===== src/design/sdqr_pkg.sv =====
`default_nettype none

package sdqr_pkg;

  // Operand and result width.
  localparam int DATA_WIDTH = 32;
  // Bits needed to count the quotient steps.
  localparam int CNT_W = (DATA_WIDTH > 1) ? $clog2(DATA_WIDTH) : 1;

  typedef struct packed {
    logic signed [DATA_WIDTH-1:0] dividend;
    logic signed [DATA_WIDTH-1:0] divisor;
  } sdqr_in_t;

  typedef struct packed {
    logic signed [DATA_WIDTH-1:0] quotient;
    logic signed [DATA_WIDTH-1:0] remainder;
    logic                         divide_by_zero;
  } sdqr_out_t;

  typedef enum logic [1:0] {
    ST_IDLE,
    ST_RUN,
    ST_FIX
  } sdqr_state_t;

endpackage

`default_nettype wire


===== src/design/signed_divider_quotient_remainder_top.sv =====
`default_nettype none

// Signed integer divider, truncating toward zero.
//
// An item (a signed dividend and divisor) is taken on operands at a rising
// clock edge where start is high and busy is low. The block then raises busy
// and works out the quotient, rounded toward zero, and the remainder, which
// carries the sign of the dividend. A zero divisor gives zero for both and
// sets divide_by_zero. The most negative value divided by minus one wraps to
// the most negative value with a zero remainder.
//
// At acceptance the operands are turned into unsigned magnitudes. A radix-2
// restoring loop then shifts one dividend bit into the partial remainder each
// cycle and shifts one quotient bit in, one subtract and compare per step and
// one step per dividend bit. State ST_FIX then applies the signs. The result
// is registered out of ST_FIX and shows on result with done high for exactly
// one cycle; busy falls in that same cycle, so a new item may be accepted
// while the result is presented.
// The receiver cannot stall the block: each result must be taken on the
// cycle that done is high. A synchronous reset returns the block to idle and
// drops done; no item in flight survives it.
module signed_divider_quotient_remainder_top (
  input  wire                 clk,
  input  wire                 rst,
  input  wire                 start,
  input  sdqr_pkg::sdqr_in_t  operands,
  output logic                busy,
  output logic                done,
  output sdqr_pkg::sdqr_out_t result
);

  import sdqr_pkg::*;

  sdqr_state_t state;
  sdqr_state_t state_next;

  // Dividend magnitude; quotient bits are shifted in from the bottom as the
  // dividend bits are shifted out of the top.
  logic [DATA_WIDTH-1:0] n_sh;
  logic [DATA_WIDTH-1:0] r;
  logic [DATA_WIDTH-1:0] d_mag;
  logic                  q_neg;
  logic                  r_neg;
  logic                  dbz;
  logic [CNT_W-1:0]      cnt;

  logic                  accept;
  logic                  last_step;
  logic [DATA_WIDTH-1:0] a_raw;
  logic [DATA_WIDTH-1:0] b_raw;
  logic [DATA_WIDTH-1:0] a_mag;
  logic [DATA_WIDTH-1:0] b_mag;
  logic [DATA_WIDTH-1:0] r_shift;
  logic [DATA_WIDTH:0]   diff;
  logic                  ge;
  logic [DATA_WIDTH-1:0] q_fix;
  logic [DATA_WIDTH-1:0] r_fix;

  assign accept    = start && !busy;
  assign last_step = (cnt == CNT_W'(DATA_WIDTH - 1));

  // Magnitudes of the incoming operands; the most negative value maps to
  // exactly 2^(DATA_WIDTH-1), which fits as an unsigned number.
  assign a_raw = operands.dividend;
  assign b_raw = operands.divisor;
  assign a_mag = a_raw[DATA_WIDTH-1] ? (~a_raw + DATA_WIDTH'(1)) : a_raw;
  assign b_mag = b_raw[DATA_WIDTH-1] ? (~b_raw + DATA_WIDTH'(1)) : b_raw;

  // One restoring step. For a nonzero divisor the partial remainder stays
  // below the divisor magnitude, so its top bit is always clear and may be shifted out.
  assign r_shift = {r[DATA_WIDTH-2:0], n_sh[DATA_WIDTH-1]};
  assign diff    = {1'b0, r_shift} - {1'b0, d_mag};
  assign ge      = !diff[DATA_WIDTH];

  // Sign correction. A zero remainder negates to zero, so it stays plain.
  assign q_fix = q_neg ? (~n_sh + DATA_WIDTH'(1)) : n_sh;
  assign r_fix = r_neg ? (~r + DATA_WIDTH'(1)) : r;

  always_ff @(posedge clk) begin
    if (rst) begin
      state <= ST_IDLE;
    end else begin
      state <= state_next;
    end
  end

  always_comb begin
    state_next = state;
    busy       = 1'b1;
    case (state)
      ST_IDLE: begin
        busy = 1'b0;
        if (start) begin
          state_next = ST_RUN;
        end
      end
      ST_RUN: begin
        if (last_step) begin
          state_next = ST_FIX;
        end
      end
      ST_FIX: begin
        state_next = ST_IDLE;
      end
      default: begin
        state_next = ST_IDLE;
      end
    endcase
  end

  always_ff @(posedge clk) begin
    if (rst) begin
      done <= 1'b0;
      cnt  <= '0;
    end else begin
      done <= (state == ST_FIX);
      if (accept) begin
        cnt <= '0;
      end else if (state == ST_RUN) begin
        cnt <= cnt + CNT_W'(1);
      end
    end
  end

  // Datapath registers carry no reset.
  always_ff @(posedge clk) begin
    if (accept) begin
      n_sh  <= a_mag;
      d_mag <= b_mag;
      r     <= '0;
      q_neg <= a_raw[DATA_WIDTH-1] ^ b_raw[DATA_WIDTH-1];
      r_neg <= a_raw[DATA_WIDTH-1];
      dbz   <= (b_raw == '0);
    end else if (state == ST_RUN) begin
      r    <= ge ? diff[DATA_WIDTH-1:0] : r_shift;
      n_sh <= {n_sh[DATA_WIDTH-2:0], ge};
    end
    if (state == ST_FIX) begin
      result.quotient       <= dbz ? '0 : q_fix;
      result.remainder      <= dbz ? '0 : r_fix;
      result.divide_by_zero <= dbz;
    end
  end

`ifndef SYNTHESIS
  // A result is only presented once the divider has returned to idle.
  a_done_idle: assert property (@(posedge clk) disable iff (rst)
    done |-> !busy)
    else $error("done raised while the divider is still busy");

  // An accepted item keeps the divider busy on the following cycle.
  a_accept_busy: assert property (@(posedge clk) disable iff (rst)
    (start && !busy) |=> busy)
    else $error("accepted item did not make the divider busy");

  // A zero divisor always yields zero quotient and remainder.
  a_dbz_zero: assert property (@(posedge clk) disable iff (rst)
    (done && result.divide_by_zero) |->
      (result.quotient == '0 && result.remainder == '0))
    else $error("divide by zero gave non-zero results");

  // The result strobe comes in the same cycle that busy falls.
  a_done_fell: assert property (@(posedge clk) disable iff (rst)
    done |-> $fell(busy))
    else $error("done not aligned with the fall of busy");
`endif

endmodule

`default_nettype wire


===== config.mk =====
export PLATFORM = sky130hd
export DESIGN_NAME = signed_divider_quotient_remainder_top
export DESIGN_NICKNAME = d
export VERILOG_FILES = /design/src/design/sdqr_pkg.sv /design/src/design/signed_divider_quotient_remainder_top.sv
export SDC_FILE = /design/constraint.sdc
export NUM_CORES = 1
export LEC_CHECK = 0
export ABC_AREA = 1
export BUFFER_PORTS_ARGS = -buffer_cell sky130_fd_sc_hd__buf_2
export CAP_MARGIN = 30
export CORE_MARGIN = 10
export CORE_UTILIZATION = 55
export DETAILED_ROUTE_END_ITERATION = 10
export MAX_ROUTING_LAYER = met4
export PLACE_DENSITY = 0.9
export SYNTH_ARGS = -nofsm -noshare
export SYNTH_HDL_FRONTEND = slang
export SYNTH_SLANG_ARGS = --single-unit

===== constraint.sdc =====
create_clock -name clk -period 3.8 [get_ports clk]
set_input_delay 0 -clock clk [delete_from_list [all_inputs] [get_ports clk]]
set_output_delay 0 -clock clk [all_outputs]
set_load 0.05 [all_outputs]

### Yosys cells after proc, flatten, opt, wreduce, memory -nomap -nowiden

Cells that the tools add are included.
Widths: inputs -> output; s select.

| cells by class | value |
|---|---|
| add/sub/neg operators | 6 |
| equality and inequality tests | 5 |
| mux-type cells | 11 |
| bitwise logic cells | 5 |
| reduce and logical (&&, ||, !) cells | 7 |

Operators by type and width:

| cell | count |
|---|---|
| $mux 32 | 6 |
| $add 32x1->32 const B | 4 |
| $not 32->32 | 4 |
| $sub 32x32->33 | 1 |
| $logic_not 32->1 | 1 |
| $mux 31 | 1 |
| $add 5x1->5 const B | 1 |
| $eq 5x5->1 const B | 1 |
| $mux 2 | 2 |
| $ne 2x2->1 const B | 2 |
| $pmux 2 s2 | 1 |
| $eq 2x1->1 const B | 1 |
| $eq 2x2->1 const B | 1 |
| $logic_not 2->1 | 1 |
| $reduce_and 2->1 | 1 |
| $reduce_bool 2->1 | 1 |
| $reduce_or 2->1 | 1 |
| $logic_and 1x1->1 | 1 |
| $logic_not 1->1 | 1 |
| $mux 1 | 1 |
| $xor 1x1->1 | 1 |

| word-level totals | value |
|---|---|
| input bits | 67 |
| logic and storage cells | 47 |
| register bits | 172 |
| output and inout port bits | 67 |

### Logic depth before layout (Yosys ltp)

Gate-level depths: netlist of run 1.

| depth | value |
|---|---|
| depth in word-level cells | 4 |
| gate-level depth with buffers | 17 |
| depth with buffers taken out | 16 |

### Worst setup path before layout of run 1

No wires, ideal clock.

| timing path | value |
|---|---|
| path kind | register -> register |
| start | register state[1] |
| end | register result[0] in the netlist's numbering (enable) |
| stages on the path, launching flop included | 3 |
| library setup time | 0.489 ns |
| path slack | 0.210 ns |
| period minus slack after synthesis | 3.590 ns |
| data required time | 3.311 ns |
| path buffers | 0 |
| data arrival time | 3.101 ns |
| cell sequence | dfxtp_1 -> inv_1 -> nor2_1 |

| between the ends | value |
|---|---|
| word-level cells in the longest chain between the ends | 1 |

Ends and longest elaborated chain:

| element | RTL line | source |
|---|---|---|
| from (decl) | signed_divider_quotient_remainder_top.sv:34 | `sdqr_state_t state;` |
| from (signal assigned) | signed_divider_quotient_remainder_top.sv:83 | `state <= state_next;` |
| $eq 2x2->1 | signed_divider_quotient_remainder_top.sv:138 | `if (state == ST_FIX) begin` |
| to (decl) | signed_divider_quotient_remainder_top.sv:29 | `output sdqr_pkg::sdqr_out_t result` |

Every way passes these cells.
A chain may end at the register's enable or synchronous reset.

### Worst setup path after layout of run 1

| timing path | value |
|---|---|
| start | register n_sh[31] |
| end | register r[4] |

| between the ends | value |
|---|---|
| word-level cells in the longest chain between the ends | 2 |

Ends and longest elaborated chain:

| element | RTL line | source |
|---|---|---|
| from (decl) | signed_divider_quotient_remainder_top.sv:39 | `logic [DATA_WIDTH-1:0] n_sh;` |
| from (signal assigned) | signed_divider_quotient_remainder_top.sv:128 | `n_sh <= a_mag;` |
| from (signal assigned) | signed_divider_quotient_remainder_top.sv:136 | `n_sh <= {n_sh[DATA_WIDTH-2:0], ge};` |
| $sub 32x32->33 | signed_divider_quotient_remainder_top.sv:72 | `assign diff = {1'b0, r_shift} - {1'b0, d_mag};` |
| $mux 32 | signed_divider_quotient_remainder_top.sv:135 | `r <= ge ? diff[DATA_WIDTH-1:0] : r_shift;` |
| to (signal assigned) | signed_divider_quotient_remainder_top.sv:135 |  |
| to (decl) | signed_divider_quotient_remainder_top.sv:40 | `logic [DATA_WIDTH-1:0] r;` |

Every way passes these cells.

==> metrics.csv, run 1 <==
stage,metric,value,unit
clock_tree,cts-htree-levels,4,
floorplan,initial_utilization,0.565,
route,wirelength,39100,um
sta,f_max,358,MHz
power_and_ir_drop,design_power_total,6.97,mW
sta,grt_setup_unrepaired,false,
global_route,grt_start_max_net_pins,66,
sta,fin_setup_tns,0,ns
clock_tree,cts-root-buf,sky130_fd_sc_hd__clkbuf_16,
run_status,outcome,finished clean,
sta,period_minus_slack,2.80,ns
layout,area.sequential,0.00476,mm2
job,max-cap-violations,0,
sta,slew_headroom,0.373,
sta,slew_violations,0,
placed_design,gp_congestion,0.997,
route,wl_per_cell,17.3,um
clock_tree,worst_skew_pair.late_latency,0.44,ns
layout,fillerInstances,1892,
logic_synthesis,synth_sequential_area_ratio,0.383,
clock_tree,cts.sinks,172,
power_and_ir_drop,power_per_cell_area,487,mW/mm2
logic_synthesis,synth.distinct_cells,47,
route,drc,0,
floorplan,coreArea,0.0220,mm2
placed_design,port_buffers,133,
power_and_ir_drop,clock_share_of_power,0.252,
floorplan,die_span_in_x,170,um
clock_tree,tritoncts,built,
power_and_ir_drop,switching_share,0.423,
route,drt-pass1-iter-count,6,
floorplan,die_y,170,um
layout,multi_input_comb_area,0.00626,mm2
sta,worst_clock_skew,0.00968,ns
worst_setup_path,timing.critical_path.max_delay_family,simple AND/OR/NAND/NOR gates,
route,vias,12600,
route,drt-vias-per-instance,5.58,
sta,setup_viol_count_final,0,
global_route,wire_length_of_the_first_global_routing_pass,61600,um
clock_tree,cts-buffers-inserted,17,
worst_setup_path,worstSetupPathType,flop to flop,
floorplan,die_area,0.0290,mm2
power_and_ir_drop,internal-power,4.03,mW
global_route,antenna_found_initial,1,
logic_synthesis,post_synth_instance_area,0.0124,mm2
worst_setup_path,critical_path.endpoint_type,flop,
worst_setup_path,slowest_delay,0.41,ns
logic_synthesis,synth.ff_latch_count,172,
worst_setup_path,crit_path_frequent_cell,sky130_fd_sc_hd__nand2_1,
clock_tree,post_cts.resized_instances,0,
worst_setup_path,critPathMaxFanout,33,
sta,report.final.hold_viol_count,0,
logic_synthesis,total_nets_after_synthesis,1914,
route,drt_iter0_drc,1515,
min_path,hold_class,primary input to flop,
worst_setup_path,arrival,3.11,ns
global_route,first_global_vias,11900,
global_route,global_route.overflow_total,0,
route,ant_nets,0,
logic_synthesis,postSynthCellCount,1808,
worst_setup_path,crit_path_top_delay_cell,sky130_fd_sc_hd__fa_1,
worst_setup_path,worstPathBufferInverterCount,2,
power_and_ir_drop,max-vdd-ir-drop,0.372,mV
layout,final_common_cell,sky130_fd_sc_hd__nand2_1,
layout,area.growth.synth_to_final,15.0,%
power_and_ir_drop,power.net_switching,2.95,mW
sta,timing.final.crit_share,0.736,
power_and_ir_drop,p_leak,7.07,nW
worst_setup_path,worstPathCellList,"inv_1, ha_1, fa_1, inv_1, nand3_1, nand2_1, nand2_1, nand2_1, nand2_1, nand2_1, nand2_4, nand2_8, nand2_1, nand3_1, o21ai_1",
global_route,global_route.usage.total,0.274,
placed_design,hpwl_after_detailed_placement,29600,um
floorplan,boundaryPins,134,
worst_setup_path,critical_path_required,4.12,ns
logic_synthesis,synth_area_per_cell,6.88,um2
clock_tree,clk_path_buf_depth,2,
clock_tree,clk_pin_slew,0.08,ns
sta,timing_worst_slew_pin_value,0.938,ns
floorplan,placementRows,54,
logic_synthesis,count_of_synthesis_stage_warnings_from_yosys,0,
power_and_ir_drop,combinationalPowerShare,0.394,
layout,fin_nets,2073,
layout,final_layout_size_suffix_gt1_frac,0.106,
layout,most-common-layout-cells,"505 x sky130_fd_sc_hd__nand2_1, 308 x sky130_fd_sc_hd__inv_1, 188 x sky130_fd_sc_hd__nor2_1",
worst_setup_path,cp-start-kind,flop,
power_and_ir_drop,p_seq_frac,0.354,
layout make-up:
class,instances,share of cell area
Antenna cell,3,0.000525
Clock buffer,17,0.0297
Clock inverter,15,0.0116
Inverter,315,0.0826
Multi-Input combinational cell,1278,0.438
Sequential cell,172,0.333
Tap cell,280,0.0245
Timing Repair Buffer,183,0.0801
power groups by stage:
stage	logic, mW	registers [mW]	clock network [mW]
2_1_floorplan	1.96	2.42	0
3_3_place_gp	2.57	2.50	0
3_5_place_dp	2.61	2.50	0
4_1_cts	2.67	2.46	1.77
5_1_grt	3.08	2.48	1.85
6_report	2.74	2.47	1.76
routing by layer:
layer | GRT usage | vias up | wire, um
li1 | - | 6140 | -
met2 | 0.414 | 666 | 17300
met3 | 0.0530 | 95 | 3820
met1 | 0.358 | 5735 | 16700
met5 | - | - | 0
met4 | 0.104 | 0 | 1190
sequential cells by signal, indices dropped and copies added, names as in the netlist:
register  cells
q_neg         1
r            32
state         2
dbz           1
n_sh         32
done          1
r_neg         1
d_mag        32
cnt           5
result       65
per-stage QoR:
stage / std cells / worst slack, ns / hold slack [ns] / util / instance area (um2)
after global routing: 2261 / 0.776 / 0.00606 / 0.649 / 14300
final: 2263 / 1.00 / 0.00202 / 0.650 / 14300
after detailed placement: 2191 / 1.10 / 0.203 / 0.606 / 13300
after floorplan: 1808 / 0.210 / 0.0691 / - / 12400
after global placement: 2191 / 1.22 / 0.196 / 0.606 / 13300
after CTS: 2260 / 1.07 / 0.0000460 / 0.649 / 14300
cells by family (layout without fill, tap and decap cells):
family	after synthesis	in the layout	share of synthesized area
adders and majority gates	39	39	0.0398
other	0	3	0
xor gates and xnor gates	58	58	0.0408
buffers and inverters	358	530	0.114
AOI/OAI and AO/OA	204	204	0.0867
and+or+nand+nor	977	977	0.336
DFF	172	172	0.383
cell usage after synthesis (all sizes together):
cell / instances / area, um2
o21ai: 110 / 558
clkbuf: 26 / 97.6
fa: 1 / 20.0
ha: 38 / 475
a21oi: 76 / 392
nor3b: 2 / 15.0
inv: 313 / 1170
or2: 5 / 31.3
nand2: 508 / 1930
o21a: 3 / 22.5
nand3b: 4 / 30.0
a31oi: 6 / 37.5
o22ai: 1 / 6.26
dfxtp: 40 / 801
nand4: 28 / 175
a21boi: 3 / 22.5
clkinv: 2 / 7.51
xnor2: 18 / 158
nor3: 44 / 246
and2: 5 / 33.8
nor4: 4 / 25.0
nor2: 193 / 734
xor2: 40 / 350
nand3: 184 / 951
o211ai: 3 / 22.5
buf: 17 / 136
a21bo: 1 / 10.0
o21bai: 1 / 7.51
edfxtp: 132 / 3960
path summary, 6_finish.rpt:
check	start	endpoint	slack (ns)	cells after the start
worst max-delay path	n_sh[31]$_DFFE_PP_	r[4]$_SDFFE_PP0P_	1.00	15
worst min-delay path	operands[3]	d_mag[3]$_DFFE_PP_	0.002	3
worst max register to register	n_sh[31]$_DFFE_PP_	r[4]$_SDFFE_PP0P_	1.00	15
worst min register to register	cnt[4]$_SDFFE_PP0P_	cnt[4]$_SDFFE_PP0P_	0.48	2
worst reg2reg max path, delay by kind of cell (launching register included):
kind | cells | cell delay (ns)
and+or+nand+nor | 10 | 1.40
DFF | 1 | 0.33
buffers and inverters | 2 | 0.20
adders and majority gates | 2 | 0.65
AOI/OAI and AO/OA | 1 | 0.08
timing repair:
action                                 CTS  global route
endpoints found under the hold margin   45             0
setup endpoints to repair                0             0
hold buffers                            37             0
buffers inserted                         0             0
Note: power is estimated with default switching activity, not from simulation.
==> inputs of run 2 (changes only) <==
--- a/config.mk
+++ b/config.mk
@@ -9,10 +9,10 @@
 export BUFFER_PORTS_ARGS = -buffer_cell sky130_fd_sc_hd__buf_2
 export CAP_MARGIN = 30
 export CORE_MARGIN = 10
-export CORE_UTILIZATION = 55
+export CORE_UTILIZATION = 60
 export DETAILED_ROUTE_END_ITERATION = 10
 export MAX_ROUTING_LAYER = met4
-export PLACE_DENSITY = 0.9
+export PLACE_DENSITY = 0.93
 export SYNTH_ARGS = -nofsm -noshare
 export SYNTH_HDL_FRONTEND = slang
 export SYNTH_SLANG_ARGS = --single-unit
==> constraint.sdc (replaced) <==
create_clock -name clk -period 2.8 [get_ports clk]
set_input_delay 0 -clock clk [delete_from_list [all_inputs] [get_ports clk]]
set_output_delay 0 -clock clk [all_outputs]
set_load 0.05 [all_outputs]
==> run 2 against run 1 <==
Clock power increased by 35%. Global-route usage increased by 1.4 points. Critical path type unchanged. Routed wire length decreased by 2.4%. Clock skew increased by 0.0027 ns. Via count increased by 1.1%. Highest routed layer unchanged.
==> metrics.csv, run 2 (synthesis gave the netlist of run 1 again) <==
stage,metric,value,unit,change
route,vias,12800,,+1.1%
placed_design,hpwl_after_detailed_placement,28900,um,-2.4%
clock_tree,cts-root-buf,sky130_fd_sc_hd__clkbuf_16,,
clock_tree,clk_path_buf_depth,2,,unchanged
layout,area.growth.synth_to_final,15.0,%,about the same
min_path,hold_class,primary input to flop,,
power_and_ir_drop,max-vdd-ir-drop,0.596,mV,+60%
sta,slew_headroom,0.454,,+0.0810
worst_setup_path,critical_path.endpoint_type,flop,,
floorplan,boundaryPins,134,,unchanged
placed_design,pre_cts_ws,0.304,ns,-0.794 ns
floorplan,die_area,0.0269,mm2,-7.4%
layout,regMostFlops,result,,
clock_tree,tritoncts,built,,
global_route,first_global_vias,11900,,+0.051%
floorplan,placementRows,52,,-3.7%
layout,area.sequential,0.00476,mm2,unchanged
sta,timing.final.ws_setup,0.231,ns,-0.772 ns
worst_setup_path,critical_path_required,3.16,ns,-0.96 ns
route,drc,0,,unchanged
route,wirelength,38100,um,-2.4%
clock_tree,cts-buffers-inserted,17,,unchanged
floorplan,die_span_in_x,164,um,-3.8%
route,ant_nets,0,,unchanged
clock_tree,worst_skew_pair.late_latency,0.44,ns,about the same
job,max-cap-violations,0,,unchanged
worst_setup_path,cp-start-kind,flop,,
clock_tree,cts.sinks,172,,unchanged
power_and_ir_drop,power_per_cell_area,660,mW/mm2,+36%
layout,fin_nets,2076,,+0.14%
power_and_ir_drop,design_power_total,9.45,mW,+36%
worst_setup_path,worstSetupPathType,flop to flop,,
sta,timing.final.crit_share,0.918,,+0.182
placed_design,post-place-cells,2184,,-0.32%
sta,fin_setup_tns,0,ns,unchanged
global_route,wire_length_of_the_first_global_routing_pass,60000,um,-2.6%
route,drt-pass1-iter-count,5,,-1
route,drt-vias-per-instance,5.66,,+1.4%
clock_tree,cts.repair_timing.setup_buffer_count,0,,unchanged
sta,worst_clock_skew,0.0124,ns,+0.00271 ns
global_route,grt_start_max_net_pins,66,,unchanged
floorplan,coreArea,0.0203,mm2,-7.8%
clock_tree,post_cts.resized_instances,0,,unchanged
worst_setup_path,arrival,2.93,ns,-0.18 ns
layout,final_layout_size_suffix_gt1_frac,0.108,,+0.00236
clock_tree,clk_pin_slew,0.07,ns,about the same
run_status,outcome,finished clean,,
layout,final_common_cell,sky130_fd_sc_hd__nand2_1,,
sta,timing_worst_slew_pin_value,0.819,ns,-0.119 ns
route,drt_iter0_drc,1575,,+4.0%
placed_design,port_buffers,133,,unchanged
layout,largest_register_ff_count,65,,unchanged
sta,f_max,389,MHz,+8.9%
floorplan,die_y,164,um,-3.8%
sta,report.final.hold_viol_count,0,,unchanged
sta,setup_viol_count_final,0,,unchanged
layout,finish.cell_count_without_fillers,2256,,-0.31%
sta,slew_violations,0,,unchanged
global_route,global_route.usage.total,0.288,,+0.0138
placed_design,gp_congestion,1.04,,+4.0%
layout,fillerInstances,1695,,-10%
layout,finish.instance_area,0.0143,mm2,about the same
floorplan,initial_utilization,0.613,,+0.0480
global_route,global_route.overflow_total,0,,unchanged
global_route,antenna_found_initial,2,,+1
clock_tree,cts-htree-levels,4,,unchanged
sta,period_minus_slack,2.57,ns,-0.228 ns
route,wl_per_cell,16.9,um,-2.1%
layout,multi_input_comb_area,0.00628,mm2,+0.18%
sta,grt_setup_unrepaired,false,,
power_and_ir_drop,p_leak,7.08,nW,+0.17%
placed_design,dpl-instance-area,0.0133,mm2,about the same
layout,most-common-layout-cells,"505 x sky130_fd_sc_hd__nand2_1, 308 x sky130_fd_sc_hd__inv_1, 188 x sky130_fd_sc_hd__nor2_1",,
worst_setup_path,critPathMaxFanout,22,,-33%
## run 2: worst paths after layout
path | startpoint | to | slack (ns) | cells past startpoint
worst min-delay path | operands[55] | n_sh[23]$_DFFE_PP_ | 0.008 | 4
worst max register to register | n_sh[31]$_DFFE_PP_ | r[2]$_SDFFE_PP0P_ | 0.23 | 15
worst min register to register | cnt[4]$_SDFFE_PP0P_ | cnt[4]$_SDFFE_PP0P_ | 0.48 | 2
worst max-delay path | n_sh[31]$_DFFE_PP_ | r[2]$_SDFFE_PP0P_ | 0.23 | 15
## run 2: power by group
| part | internal [mW] | switching (mW) |
|---|---|---|
| logic | 1.21 | 2.52 |
| clock network | 1.20 | 1.16 |
| registers | 3.07 | 0.285 |
## run 2: per-layer routing
layer,up-vias,track usage,part of all wire
li1,6155,-,-
met1,5741,0.372,0.40
met2,762,0.434,0.44
met3,119,0.0648,0.12
met4,0,0.109,0.038
met5,-,-,0
## run 2: repair_timing
| action | CTS | global route |
|---|---|---|
| hold buffers | 36 | 0 |
| endpoints found under the setup margin | 0 | 1 |
| endpoints found under the hold margin | 44 | 0 |
## run 2: critical path: stages (launching register included)
cell,delay [ns]
sky130_fd_sc_hd__edfxtp_1,0.34
sky130_fd_sc_hd__inv_1,0.07
sky130_fd_sc_hd__ha_1,0.23
sky130_fd_sc_hd__fa_1,0.42
sky130_fd_sc_hd__inv_1,0.12
sky130_fd_sc_hd__nand3_1,0.07
sky130_fd_sc_hd__nand2_1,0.13
sky130_fd_sc_hd__nand2_1,0.06
sky130_fd_sc_hd__nand2_1,0.13
sky130_fd_sc_hd__nand2_1,0.09
sky130_fd_sc_hd__nand2_1,0.13
sky130_fd_sc_hd__nand2_4,0.16
sky130_fd_sc_hd__buf_4,0.26
sky130_fd_sc_hd__nand3_1,0.09
sky130_fd_sc_hd__nand3_1,0.08
sky130_fd_sc_hd__o21ai_1,0.11
## run 2: final cells by class
type | instances | area share
inverters | 315 | 0.0826
multi-input cells | 1279 | 0.439
repair buffers | 185 | 0.0801
clock buffers | 17 | 0.0297
well taps | 270 | 0.0236
clock inverters | 15 | 0.0116
diodes | 3 | 0.000525
flip-flops and latches | 172 | 0.333
## run 2: metrics by stage
| step | util | hold WS [ns] |
|---|---|---|
| 3_3_place_gp | 0.657 | 0.204 |
| 2_1_floorplan | - | 0.0691 |
| 3_5_place_dp | 0.657 | 0.213 |
| 6_report | 0.705 | 0.00802 |
| 5_1_grt | 0.705 | 0.0310 |
| 4_1_cts | 0.704 | 0.00223 |
